===== config.mk =====
export PLATFORM = sky130hd
export DESIGN_NAME = downmix_linear_resampler_unit
export DESIGN_NICKNAME = d
export VERILOG_FILES = /design/src/rtl/dlr_pkg.sv /design/src/rtl/dlr_front.sv /design/src/rtl/dlr_queue.sv /design/src/rtl/dlr_back.sv /design/src/rtl/downmix_linear_resampler_unit.sv
export SDC_FILE = /design/constraint.sdc
export NUM_CORES = 2
export LEC_CHECK = 0
export BUFFER_PORTS_ARGS = -buffer_cell sky130_fd_sc_hd__buf_2
export CELL_PAD_IN_SITES_DETAIL_PLACEMENT = 1
export CELL_PAD_IN_SITES_GLOBAL_PLACEMENT = 1
export CORE_ASPECT_RATIO = 1.25
export CORE_UTILIZATION = 55
export CTS_CLUSTER_DIAMETER = 100
export DETAILED_ROUTE_END_ITERATION = 8
export GPL_ROUTABILITY_DRIVEN = 0
export PLACE_DENSITY_LB_ADDON = 0.1
export SETUP_SLACK_MARGIN = 0.2
export SYNTH_ARGS = -nofsm -noshare
export SYNTH_HDL_FRONTEND = slang
export SYNTH_SLANG_ARGS = --single-unit

===== constraint.sdc =====
create_clock -name clk -period 17.97 [get_ports clk]
set_input_delay 2.6955 -clock clk [delete_from_list [all_inputs] [get_ports clk]]
set_output_delay 2.6955 -clock clk [all_outputs]
set_load 0.02 [all_outputs]

===== src/rtl/dlr_pkg.sv =====
`default_nettype none

package dlr_pkg;

	localparam int MAX_CHANNELS    = 8;
	localparam int SAMPLE_BITS     = 16;
	localparam int PHASE_FRAC_BITS = 16;
	localparam int PHASE_BITS      = 24;
	localparam int STEP_BITS       = 21;
	localparam int COUNT_BITS      = 4;
	localparam int INDEX_BITS      = 3;
	localparam int SUM_BITS        = 19;
	localparam int CFG_INDEX_BITS  = 1;
	localparam int RECIP_SHIFT     = 24;
	localparam int RECIP_BITS      = RECIP_SHIFT + 1;
	localparam int DIFF_BITS       = SAMPLE_BITS + 1;
	localparam int PROD_BITS       = 2 * DIFF_BITS;

	localparam int QUEUE_DEPTH      = 2;
	localparam int QUEUE_PTR_BITS   = $clog2(QUEUE_DEPTH);
	localparam int QUEUE_COUNT_BITS = $clog2(QUEUE_DEPTH + 1);

	localparam logic [PHASE_BITS-1:0] PHASE_ONE = PHASE_BITS'(1) << PHASE_FRAC_BITS;
	localparam logic [PHASE_BITS:0]   SUM_ONE   = (PHASE_BITS + 1)'(1) << PHASE_FRAC_BITS;
	localparam logic [PHASE_BITS:0]   SUM_TWO   = (PHASE_BITS + 1)'(2) << PHASE_FRAC_BITS;
	localparam logic [STEP_BITS-1:0]  MIN_STEP  = STEP_BITS'(1) << (PHASE_FRAC_BITS - 2);
	localparam logic [COUNT_BITS-1:0] MAX_COUNT = COUNT_BITS'(MAX_CHANNELS);

	localparam logic [QUEUE_PTR_BITS-1:0]   QUEUE_LAST_SLOT  = QUEUE_PTR_BITS'(QUEUE_DEPTH - 1);
	localparam logic [QUEUE_COUNT_BITS-1:0] QUEUE_FULL_COUNT = QUEUE_COUNT_BITS'(QUEUE_DEPTH);

	localparam logic [COUNT_BITS-1:0] RESET_CHANNEL_COUNT = COUNT_BITS'(1);
	localparam logic [STEP_BITS-1:0]  RESET_PHASE_STEP    = STEP_BITS'(65536);

	typedef enum logic [CFG_INDEX_BITS-1:0] {
		REG_CHANNEL_COUNT = 1'b0,
		REG_PHASE_STEP    = 1'b1
	} cfg_reg_t;

	// One unit of work for the back end: a finished frame sum and/or end of stream.
	typedef struct packed {
		logic signed [SUM_BITS-1:0] sum;
		logic                       frame_done;
		logic                       last;
	} job_t;

	typedef struct packed {
		logic full;
		logic empty;
	} q_status_t;

	function automatic logic [COUNT_BITS-1:0] clamp_chans(input logic [COUNT_BITS-1:0] c);
		logic [COUNT_BITS-1:0] r;
		r = c;
		if (c == '0) begin
			r = COUNT_BITS'(1);
		end else if (c > MAX_COUNT) begin
			r = MAX_COUNT;
		end
		return r;
	endfunction

	function automatic logic [STEP_BITS-1:0] clamp_step(input logic [STEP_BITS-1:0] s);
		return (s < MIN_STEP) ? MIN_STEP : s;
	endfunction

	// floor(2^24 / c); the quotient it gives is exact or one low.
	function automatic logic [RECIP_BITS-1:0] recip(input logic [COUNT_BITS-1:0] c);
		logic [RECIP_BITS-1:0] r;
		unique case (c)
			4'd2:    r = RECIP_BITS'(8388608);
			4'd3:    r = RECIP_BITS'(5592405);
			4'd4:    r = RECIP_BITS'(4194304);
			4'd5:    r = RECIP_BITS'(3355443);
			4'd6:    r = RECIP_BITS'(2796202);
			4'd7:    r = RECIP_BITS'(2396745);
			4'd8:    r = RECIP_BITS'(2097152);
			default: r = RECIP_BITS'(16777216);
		endcase
		return r;
	endfunction

endpackage

`default_nettype wire


===== src/rtl/dlr_front.sv =====
`default_nettype none

module dlr_front (
	input  wire                                  clk,
	input  wire                                  arst_n,
	input  wire                                  in_valid,
	output logic                                 in_ready,
	input  wire  signed [dlr_pkg::SAMPLE_BITS-1:0] sample_in,
	input  wire                                  stream_last,
	input  wire  [dlr_pkg::COUNT_BITS-1:0]       chans,
	input  dlr_pkg::q_status_t                   q_status,
	output logic                                 push,
	output dlr_pkg::job_t                        job
);
	import dlr_pkg::*;

	logic [INDEX_BITS-1:0]      channel_index_q;
	logic signed [SUM_BITS-1:0] frame_sum_q;
	logic signed [SUM_BITS-1:0] sum_next;
	logic [COUNT_BITS-1:0]      index_next;
	logic                       frame_done;
	logic                       accept;

	assign in_ready   = !q_status.full;
	assign accept     = in_valid && in_ready;
	assign sum_next   = frame_sum_q + SUM_BITS'(sample_in);
	assign index_next = COUNT_BITS'(channel_index_q) + COUNT_BITS'(1);
	assign frame_done = index_next >= chans;

	// Items that neither close a frame nor end the stream only update the sum.
	assign push           = accept && (frame_done || stream_last);
	assign job.sum        = sum_next;
	assign job.frame_done = frame_done;
	assign job.last       = stream_last;

	always_ff @(posedge clk or negedge arst_n) begin
		if (!arst_n) begin
			channel_index_q <= '0;
			frame_sum_q     <= '0;
		end else if (accept) begin
			if (frame_done || stream_last) begin
				channel_index_q <= '0;
				frame_sum_q     <= '0;
			end else begin
				channel_index_q <= index_next[INDEX_BITS-1:0];
				frame_sum_q     <= sum_next;
			end
		end
	end

endmodule

`default_nettype wire


===== src/rtl/dlr_queue.sv =====
`default_nettype none

module dlr_queue (
	input  wire                clk,
	input  wire                arst_n,
	input  wire                push,
	input  dlr_pkg::job_t      push_job,
	input  wire                pop,
	output dlr_pkg::job_t      head_job,
	output dlr_pkg::q_status_t status
);
	import dlr_pkg::*;

	job_t                        entry_q [QUEUE_DEPTH];
	logic [QUEUE_PTR_BITS-1:0]   wr_ptr_q;
	logic [QUEUE_PTR_BITS-1:0]   rd_ptr_q;
	logic [QUEUE_COUNT_BITS-1:0] count_q;

	assign head_job     = entry_q[rd_ptr_q];
	assign status.full  = count_q == QUEUE_FULL_COUNT;
	assign status.empty = count_q == '0;

	always_ff @(posedge clk) begin
		if (push) begin
			entry_q[wr_ptr_q] <= push_job;
		end
	end

	always_ff @(posedge clk or negedge arst_n) begin
		if (!arst_n) begin
			wr_ptr_q <= '0;
			rd_ptr_q <= '0;
			count_q  <= '0;
		end else begin
			if (push) begin
				wr_ptr_q <= (wr_ptr_q == QUEUE_LAST_SLOT) ? '0 : wr_ptr_q + QUEUE_PTR_BITS'(1);
			end
			if (pop) begin
				rd_ptr_q <= (rd_ptr_q == QUEUE_LAST_SLOT) ? '0 : rd_ptr_q + QUEUE_PTR_BITS'(1);
			end
			unique case ({push, pop})
				2'b10:   count_q <= count_q + QUEUE_COUNT_BITS'(1);
				2'b01:   count_q <= count_q - QUEUE_COUNT_BITS'(1);
				default: count_q <= count_q;
			endcase
		end
	end

endmodule

`default_nettype wire


===== src/rtl/dlr_back.sv =====
`default_nettype none

module dlr_back (
	input  wire                                   clk,
	input  wire                                   arst_n,
	input  wire  [dlr_pkg::COUNT_BITS-1:0]        chans,
	input  wire  [dlr_pkg::STEP_BITS-1:0]         step,
	input  dlr_pkg::job_t                         head_job,
	input  dlr_pkg::q_status_t                    q_status,
	output logic                                  pop,
	output logic                                  out_valid,
	input  wire                                   out_ready,
	output logic signed [dlr_pkg::SAMPLE_BITS-1:0] sample_out,
	output logic                                  run_last,
	output logic                                  stream_end
);
	import dlr_pkg::*;

	typedef enum logic [2:0] {
		ST_IDLE,
		ST_DIV,
		ST_CORR,
		ST_INTERP,
		ST_MUL,
		ST_EMIT,
		ST_FLUSH
	} state_t;

	state_t                        state_q;
	job_t                          job_q;
	logic [SUM_BITS-1:0]           mag_q;
	logic [SUM_BITS+RECIP_BITS-1:0] qprod_q;
	logic signed [SAMPLE_BITS-1:0] mono_q;
	logic signed [SAMPLE_BITS-1:0] prev_q;
	logic                          have_prev_q;
	logic [PHASE_BITS-1:0]         phase_q;
	logic signed [PROD_BITS-1:0]   mprod_q;
	logic                          out_valid_q;
	logic signed [SAMPLE_BITS-1:0] sample_out_q;
	logic                          run_last_q;
	logic                          stream_end_q;

	logic                          slot_free;
	logic                          emit;
	logic [PHASE_BITS:0]           phase_sum;
	logic                          below_one;
	logic                          interp_more;
	logic                          flush_more;
	logic [SUM_BITS-1:0]           mag;
	logic [SUM_BITS-1:0]           q0;
	logic [SUM_BITS+COUNT_BITS-1:0] q0_times_c;
	logic [SUM_BITS+COUNT_BITS-1:0] rem;
	logic [SUM_BITS-1:0]           quot;
	logic [SUM_BITS-1:0]           mono_wide;
	logic signed [DIFF_BITS-1:0]   diff;
	logic [PROD_BITS-PHASE_FRAC_BITS-1:0] interp_wide;

	assign out_valid  = out_valid_q;
	assign sample_out = sample_out_q;
	assign run_last   = run_last_q;
	assign stream_end = stream_end_q;

	assign slot_free = !out_valid_q || out_ready;
	assign emit      = slot_free && ((state_q == ST_EMIT)
		|| ((state_q == ST_FLUSH) && have_prev_q && below_one));
	assign pop       = (state_q == ST_IDLE) && !q_status.empty;
	assign phase_sum = {1'b0, phase_q} + (PHASE_BITS + 1)'(step);
	assign below_one = phase_q < PHASE_ONE;

	// Another result follows if interpolation continues, or if the stream ends
	// and the flush will still find a position below the last sample.
	assign interp_more = (phase_sum < SUM_ONE) || (job_q.last && (phase_sum < SUM_TWO));
	assign flush_more  = phase_sum < SUM_ONE;

	// Frame division: reciprocal multiply, then one correction step.
	assign mag        = job_q.sum[SUM_BITS-1] ? SUM_BITS'(-job_q.sum) : SUM_BITS'(job_q.sum);
	assign q0         = qprod_q[RECIP_SHIFT +: SUM_BITS];
	assign q0_times_c = q0 * chans;
	assign rem        = (SUM_BITS + COUNT_BITS)'(mag_q) - q0_times_c;
	assign quot       = (rem >= (SUM_BITS + COUNT_BITS)'(chans)) ? q0 + SUM_BITS'(1) : q0;
	assign mono_wide  = job_q.sum[SUM_BITS-1] ? SUM_BITS'(-quot) : quot;

	assign diff        = DIFF_BITS'(mono_q) - DIFF_BITS'(prev_q);
	assign interp_wide = (PROD_BITS - PHASE_FRAC_BITS)'(prev_q)
		+ mprod_q[PROD_BITS-1:PHASE_FRAC_BITS];

	always_ff @(posedge clk) begin
		if (pop) begin
			job_q <= head_job;
		end
		if (state_q == ST_DIV) begin
			mag_q   <= mag;
			qprod_q <= mag * recip(chans);
		end
		if (state_q == ST_CORR) begin
			mono_q <= mono_wide[SAMPLE_BITS-1:0];
		end
		if (state_q == ST_MUL) begin
			mprod_q <= diff * $signed({1'b0, phase_q[PHASE_FRAC_BITS-1:0]});
		end
	end

	always_ff @(posedge clk or negedge arst_n) begin
		if (!arst_n) begin
			state_q      <= ST_IDLE;
			prev_q       <= '0;
			have_prev_q  <= 1'b0;
			phase_q      <= '0;
			out_valid_q  <= 1'b0;
			sample_out_q <= '0;
			run_last_q   <= 1'b0;
			stream_end_q <= 1'b0;
		end else begin
			if (out_valid_q && out_ready && !emit) begin
				out_valid_q <= 1'b0;
			end
			unique case (state_q)
				ST_IDLE: begin
					if (pop) begin
						state_q <= head_job.frame_done ? ST_DIV : ST_FLUSH;
					end
				end
				ST_DIV: begin
					state_q <= ST_CORR;
				end
				ST_CORR: begin
					if (have_prev_q) begin
						state_q <= ST_INTERP;
					end else begin
						// The first sample of a stream only sets the start point.
						have_prev_q <= 1'b1;
						phase_q     <= '0;
						prev_q      <= mono_wide[SAMPLE_BITS-1:0];
						state_q     <= job_q.last ? ST_FLUSH : ST_IDLE;
					end
				end
				ST_INTERP: begin
					if (below_one) begin
						state_q <= ST_MUL;
					end else begin
						phase_q <= phase_q - PHASE_ONE;
						prev_q  <= mono_q;
						state_q <= job_q.last ? ST_FLUSH : ST_IDLE;
					end
				end
				ST_MUL: begin
					state_q <= ST_EMIT;
				end
				ST_EMIT: begin
					if (slot_free) begin
						out_valid_q  <= 1'b1;
						sample_out_q <= interp_wide[SAMPLE_BITS-1:0];
						run_last_q   <= !interp_more;
						stream_end_q <= job_q.last && !interp_more;
						phase_q      <= phase_sum[PHASE_BITS-1:0];
						state_q      <= ST_INTERP;
					end
				end
				ST_FLUSH: begin
					if (have_prev_q && below_one) begin
						if (slot_free) begin
							out_valid_q  <= 1'b1;
							sample_out_q <= prev_q;
							run_last_q   <= !flush_more;
							stream_end_q <= !flush_more;
							phase_q      <= phase_sum[PHASE_BITS-1:0];
						end
					end else begin
						have_prev_q <= 1'b0;
						phase_q     <= '0;
						prev_q      <= '0;
						state_q     <= ST_IDLE;
					end
				end
				default: begin
					state_q <= ST_IDLE;
				end
			endcase
		end
	end

endmodule

`default_nettype wire


===== src/rtl/downmix_linear_resampler_unit.sv =====
`default_nettype none

// Downmixing linear-interpolation resampler. Interleaved channel samples enter
// one item per cycle while the two-entry job queue is not full; each completed
// frame (or end of stream) becomes one job for the back end. The back end takes
// the job, divides the frame sum by the channel count (reciprocal multiply and
// correction), then for each interpolated result runs a phase check, a multiply
// and an output step, and closes with a phase check that takes the next sample.
// At stream end the flush repeats the last sample while the phase stays below
// one, then clears the state. At the smallest phase step a frame produces up to
// four results. Results leave through an output register, so the back end keeps
// working while a result waits, until its next result is ready to leave.
// Configuration takes effect immediately and must be written only while idle.
module downmix_linear_resampler_unit (
	input  wire                                    clk,
	input  wire                                    arst_n,
	input  wire                                    cfg_valid,
	output logic                                   cfg_ready,
	input  wire  [dlr_pkg::CFG_INDEX_BITS-1:0]     cfg_index,
	input  wire  [dlr_pkg::STEP_BITS-1:0]          cfg_data,
	input  wire                                    in_valid,
	output logic                                   in_ready,
	input  wire  signed [dlr_pkg::SAMPLE_BITS-1:0] sample_in,
	input  wire                                    stream_last,
	output logic                                   out_valid,
	input  wire                                    out_ready,
	output logic signed [dlr_pkg::SAMPLE_BITS-1:0] sample_out,
	output logic                                   run_last,
	output logic                                   stream_end
);
	import dlr_pkg::*;

	logic [COUNT_BITS-1:0] channel_count_q;
	logic [STEP_BITS-1:0]  phase_step_q;
	logic [COUNT_BITS-1:0] chans;
	logic [STEP_BITS-1:0]  step;
	logic                  q_push;
	logic                  q_pop;
	job_t                  push_job;
	job_t                  head_job;
	q_status_t             q_status;

	assign cfg_ready = 1'b1;
	assign chans     = clamp_chans(channel_count_q);
	assign step      = clamp_step(phase_step_q);

	always_ff @(posedge clk or negedge arst_n) begin
		if (!arst_n) begin
			channel_count_q <= RESET_CHANNEL_COUNT;
			phase_step_q    <= RESET_PHASE_STEP;
		end else if (cfg_valid && cfg_ready) begin
			if (cfg_index == REG_CHANNEL_COUNT) begin
				channel_count_q <= cfg_data[COUNT_BITS-1:0];
			end else if (cfg_index == REG_PHASE_STEP) begin
				phase_step_q <= cfg_data;
			end
		end
	end

	dlr_front u_front (
		.clk        (clk),
		.arst_n     (arst_n),
		.in_valid   (in_valid),
		.in_ready   (in_ready),
		.sample_in  (sample_in),
		.stream_last(stream_last),
		.chans      (chans),
		.q_status   (q_status),
		.push       (q_push),
		.job        (push_job)
	);

	dlr_queue u_queue (
		.clk     (clk),
		.arst_n  (arst_n),
		.push    (q_push),
		.push_job(push_job),
		.pop     (q_pop),
		.head_job(head_job),
		.status  (q_status)
	);

	dlr_back u_back (
		.clk       (clk),
		.arst_n    (arst_n),
		.chans     (chans),
		.step      (step),
		.head_job  (head_job),
		.q_status  (q_status),
		.pop       (q_pop),
		.out_valid (out_valid),
		.out_ready (out_ready),
		.sample_out(sample_out),
		.run_last  (run_last),
		.stream_end(stream_end)
	);

`ifndef ASSERT_OFF
	a_no_push_full: assert property (@(posedge clk) disable iff (!arst_n)
		q_push |-> !q_status.full)
		else $error("job pushed into a full queue");

	a_no_pop_empty: assert property (@(posedge clk) disable iff (!arst_n)
		q_pop |-> !q_status.empty)
		else $error("job popped from an empty queue");

	a_end_is_run_last: assert property (@(posedge clk) disable iff (!arst_n)
		out_valid && stream_end |-> run_last)
		else $error("stream end result not marked as last of its item");
`endif

endmodule

`default_nettype wire

## Word level (Yosys, flattened, before mapping)

Memory sizes are Yosys's and may differ from the RTL's.
Cells that the tools add are included.

- Add/subtract/negate cells: 14
- $mul: 3
- $lt $le $gt $ge: 7
- Eq/ne operators: 23
- Multiplexer cells: 48
- Bitwise gates (word level): 1
- Reductions and logical operators: 36

Operator list:

| kind | number |
|---|---|
| $pmux W25 S7 | 1 |
| $mux W16 | 8 |
| $mux W24 | 4 |
| $pmux W24 S4 | 1 |
| $pmux W16 S3 | 1 |
| $mul A19 B25 Y43 | 1 |
| $mux W19 | 2 |
| $mul A17 B17 Y32 | 1 |
| $pmux W16 S2 | 1 |
| $add A24 B21 Y25 | 1 |
| $lt A25 B17 Y1 const B | 1 |
| $lt A25 B18 Y1 const B | 1 |
| $mux W25 | 1 |
| $lt A24 B17 Y1 const B | 1 |
| $mux W3 | 8 |
| $sub A24 B17 Y24 const B | 1 |
| $ge A23 B4 Y1 | 1 |
| $mul A19 B4 Y23 | 1 |
| $sub A19 B23 Y23 | 1 |
| $lt A21 B15 Y1 const B | 1 |
| $mux W21 | 1 |
| $pmux W3 S7 | 1 |
| $add A19 B16 Y19 | 1 |
| $neg A19 Y19 | 1 |
| 37 further kinds | 90 |

- Bits in registers: 244
- Memory bits (writable): 42
- Input bits: 44
- Output and inout bits: 21
- Word-level logic and storage cells: 154
- Memories kept: 1

Memory list:

| name | depth | bits a word | rd ports | clocked after Yosys merged registers in | write ports | RTL line | text |
|---|---|---|---|---|---|---|---|
| u_queue.entry_q | 2 | 21 | 1 | 0 | 1 | dlr_queue.sv:14 | `job_t entry_q [QUEUE_DEPTH];` |

## Longest topological paths before layout

- Word-level depth: 11
- Depth in mapped cells: 43
- Mapped depth without buffers: 41

## Cells and area by module

From an unflattened synthesis, not the netlist that was laid out.

- Cell total of the unflattened synthesis: 4195
- Area, all modules: 38917.3 um^2

By module, submodules not included:

| module | instances | cells each | area an instance (um^2) | sequential area each (um^2) |
|---|---|---|---|---|
| dlr_back | 1 | 3773 | 33915.0 | 4279.1 |
| dlr_front | 1 | 255 | 2100.8 | 550.5 |
| dlr_queue | 1 | 81 | 1699.1 | 1361.3 |
| downmix_linear_resampler_unit | 1 | 86 | 1202.4 | 628.1 |

## Worst setup path before layout

No wires, ideal clock.

- Path kind: register -> register
- Start: register u_back.prev_q[1]
- End: register u_back.mprod_q[31] (data pin)
- Library setup time: 260 ps
- Data arrival time: 8923 ps
- Required time: 17710 ps
- Setup slack: 8787 ps
- Stages on the path, launching flop included: 44
- Path buffers: 2
- Clock period less this slack: 9183 ps
- Path through: dfrtp_1 -> inv_1 -> ha_1 -> nor2b_1 -> o21ai_0 -> a21boi_0 -> o21ai_0 -> a21boi_0 -> o21ai_0 -> a21boi_0 -> o21ai_0 -> a21o_1 -> a21oi_1 -> o21a_1 -> o21a_1 -> clkbuf_1 -> nor2_1 -> clkbuf_1 -> [8 not listed] -> inv_1 -> fa_1 -> inv_1 -> fa_1 -> ha_1 -> nor4_1 -> o21ai_0 -> and4_1 -> a21oi_1 -> o211a_1 -> o31ai_1 -> o211a_1 -> o21a_1 -> o21a_1 -> nor2_1 -> a21oi_1 -> a21oi_1 -> xnor2_1

- Cells in the longest elaborated chain, start to end: 2

RTL lines:

| item | RTL line | text |
|---|---|---|
| from (decl) | dlr_back.sv:34 | `logic signed [SAMPLE_BITS-1:0] prev_q;` |
| from (signal assigned) | dlr_back.sv:133 | `prev_q <= mono_wide[SAMPLE_BITS-1:0];` |
| from (signal assigned) | dlr_back.sv:142 | `prev_q <= mono_q;` |
| $sub A16 B16 Y17 | dlr_back.sv:83 | `assign diff = DIFF_BITS'(mono_q) - DIFF_BITS'(prev_q);` |
| $mul A17 B17 Y32 | dlr_back.sv:99 | `mprod_q <= diff * $signed({1'b0, phase_q[PHASE_FRAC_BITS-1:0]});` |
| to (signal assigned) | dlr_back.sv:99 |  |
| to (decl) | dlr_back.sv:37 | `logic signed [PROD_BITS-1:0] mprod_q;` |

No other way between the ends.
A chain may end at the register's enable or synchronous reset.

## Final worst setup path

Same ends and word-level chain as after synthesis.

==> flow_summary.toml <==
[run_status]
status = "complete, no violations"

[sta]
fin_ws_ns = 7.37
hold_viol = 0
holdWs_ns = 0.485
finalClockSkew_ns = 0.0264
setup_viol = 0
slew_headroom = 0.179
max_freq_ghz = 0.0943
maxSlewViolCount = 0
tightestPinTransition_ns = 1.23
fin_crit_ns = 10.60
rsz0062_at_grt = "false"
tns_ns = 0
period_share = 0.590

[worst_setup_path]
crit_slowest_cell = "o21a_1"
worstPathArrival_ns = 10.93
worst_setup_path_end_kind = "flip-flop"
critPathKind = "reg -> reg"
critPathRequiredTime_ns = 18.30
r2r_slack_ns = 7.37
crit_family = "compound AO/OA/AOI/OAI gates"
cp_max_fo = 18
setup.worst_path.start = "u_back.prev_q[1]"
critPathLaunchType = "flip-flop"
slowest_delay_ns = 0.58
r2r_start = "u_back.prev_q[1]"
reg2reg_depth = 42
reg2reg_to = "u_back.mprod_q[31]"
cp_num_buf_inv = 7

[synthesis]
synth_ff_type = "edfxtp_1"
syn_area_per_cell_sq_um = 9.35
yosysUniqueCellTypes = 98
syn-num-nets = 5169
ys_seq_area_frac = 0.176
synthCells = 4155
yosys_warnings = 0
synth_edf_count = 132
ys_ff_latch = 246
synthArstFlopShare = 0.463
netlist_area_sq_um = 38900

[final_layout]
layout_common_cells = "889 x inv_1, 651 x fa_1, 446 x nand2_1"
drive_gt1_frac = 0.0609
layout_commonest_cell = "inv_1"
num-fill-cells = 7949
syn_to_final_growth_pct = 5.93
nNetsFinal = 5164

[detailed_routing]
drcViolationCount = 0
drt_iter0_markers = 1650
firstDrtPassIters = 5
ant_nets = 0
post_drt_via_cell_ratio = 5.86
num_vias = 29929
drt-wirelength-per-cell_microns = 24.6
wl_mm = 126

[placement]
dpl_worst_slack_ns = 7.48
io_buffers = 63
dp_hpwl_mm = 101

[clocking]
cts_tree = "done"
insertion_delay_ns = 0.60
clock-root-buffer = "clkbuf_16"
cts_buffer_depth = 3
cts_resized = 0
path_clk_slew_ns = 0.06
cts_setup_buffers = 0
cts_hold_buf = 0
clkSinkCount = 246
h-tree-depth = 1
numCtsBuffers = 29

[hold_path]
whs_path_depth = 2
min_path_type = "reg -> reg"
hold_path.startpoint = "u_back.sample_out[1]"
whs_endpoint = "u_back.sample_out[1]"

[floorplanning]
core_sq_um = 69600
ios = 65
dieArea_sq_um = 71700
die_x_microns = 240
start_util = 0.558
die_y_microns = 299
row_count = 108

[run]
cap_violations = 0

[grt]
grt_pass1_vias = 34497
gr-total-overflow = 0
grt_pass1_wl_mm = 199
grt_usage = 0.370
grt_antenna_before_repair = 2
grt_max_degree = 61
[routing by layer]
layer | global-route usage | vias to the layer above | share of wire
met5 | 0 | - | 0.00025
met4 | 0.285 | 4 | 0.093
met3 | 0.0539 | 507 | 0.054
met1 | 0.407 | 15391 | 0.35
met2 | 0.642 | 1035 | 0.50
li1 | - | 12992 | -
[worst max-delay path by stage]
stage / to / depth (start not counted)
5_1_grt: u_back.mprod_q[31] / 42
4_1_cts: u_back.mprod_q[31] / 42
3_3_place_gp: u_back.mprod_q[31] / 42
2_1_floorplan: u_back.mprod_q[31] / 43
6_report: u_back.mprod_q[31] / 42
3_5_place_dp: u_back.mprod_q[31] / 42
[synth_stat cells, drive strengths merged (9+ instances only)]
| cell type | instances | area share |
|---|---|---|
| nor2b | 44 | 0.0071 |
| and2 | 193 | 0.031 |
| dfrtp | 112 | 0.072 |
| nand2b | 32 | 0.0052 |
| a221oi | 9 | 0.0020 |
| buf | 18 | 0.0028 |
| xor2 | 58 | 0.013 |
| mux2 | 46 | 0.013 |
| nor4 | 10 | 0.0016 |
| a21boi | 12 | 0.0023 |
| o21ai | 127 | 0.016 |
| fa | 651 | 0.34 |
| a211oi | 19 | 0.0038 |
| a31oi | 15 | 0.0028 |
| clkbuf | 133 | 0.013 |
| o31ai | 22 | 0.0045 |
| edfxtp | 132 | 0.10 |
| inv | 890 | 0.086 |
| o211ai | 9 | 0.0017 |
| a221o | 9 | 0.0023 |
| nand3 | 50 | 0.0064 |
| a21o | 37 | 0.0071 |
| nor2 | 244 | 0.024 |
| nand4 | 19 | 0.0032 |
| mux2i | 28 | 0.0073 |
| and3 | 25 | 0.0041 |
| xnor2 | 103 | 0.023 |
| a22o | 22 | 0.0050 |
| nand2 | 447 | 0.043 |
| o2111ai | 12 | 0.0027 |
| a21oi | 102 | 0.013 |
| o21a | 27 | 0.0052 |
| clkinv | 10 | 0.00097 |
| nor3 | 50 | 0.0067 |
| or3 | 18 | 0.0029 |
| ha | 319 | 0.10 |
[state kept, by name (all words and copies together), names as in the netlist, 2 cells and up]
register and cells:
channel_count_q 4, phase_step_q 21, u_back.job_q 20, u_back.mag_q 19
u_back.mono_q 16, u_back.mprod_q 16, u_back.phase_q 24, u_back.prev_q 16
u_back.qprod_q 19, u_back.sample_out 16, u_back.state_q 3, u_front.channel_index_q 3
u_front.frame_sum_q 19, u_queue.count_q 2, u_queue.entry_q 42
[area by class of cell]
type | instances | area (sq um) | area share
Timing Repair Buffer | 116 | 719 | 0.0175
Tap cell | 935 | 1170 | 0.0284
Sequential cell | 246 | 6820 | 0.166
Clock inverter | 15 | 158 | 0.00383
Clock buffer | 39 | 845 | 0.0205
Inverter | 900 | 3380 | 0.0821
Antenna cell | 1 | 2.50 | 0.0000608
Multi-Input combinational cell | 2857 | 28100 | 0.682
[worst reg2reg max path, delay by kind of cell, from the launching register on]
| family | cells | cell delay, ns |
|---|---|---|
| simple gates | 6 | 1.22 |
| flops | 1 | 0.40 |
| xor+xnor | 1 | 0.08 |
| buf+inv | 7 | 0.73 |
| fa+ha+maj | 8 | 3.52 |
| compound gates | 20 | 4.41 |
[stage by stage]
stage	area [sq um]	util	std cells
global placement	40200	0.577	5054
CTS	41200	0.591	5108
detailed placement	40200	0.577	5054
global route	41200	0.591	5108
floorplan	38900	-	4155
finish	41200	0.591	5109
[kinds of logic (layout without fill, tap and decap cells)]
group / Yosys count / after routing / synth area share
xor gates and xnor gates: 161 / 161 / 0.0365
buffers and inverters: 1052 / 1070 / 0.103
adders and majority gates: 970 / 970 / 0.438
and+or+nand+nor: 1166 / 1166 / 0.142
DFF: 246 / 246 / 0.176
other: 1 / 2 / 0.0000965
muxes: 74 / 74 / 0.0207
AOI/OAI and AO/OA: 485 / 485 / 0.0837
Power is left out: the tool's default activity adds up to more than one toggle a clock period on the data nets, which glitch-free logic cannot reach.
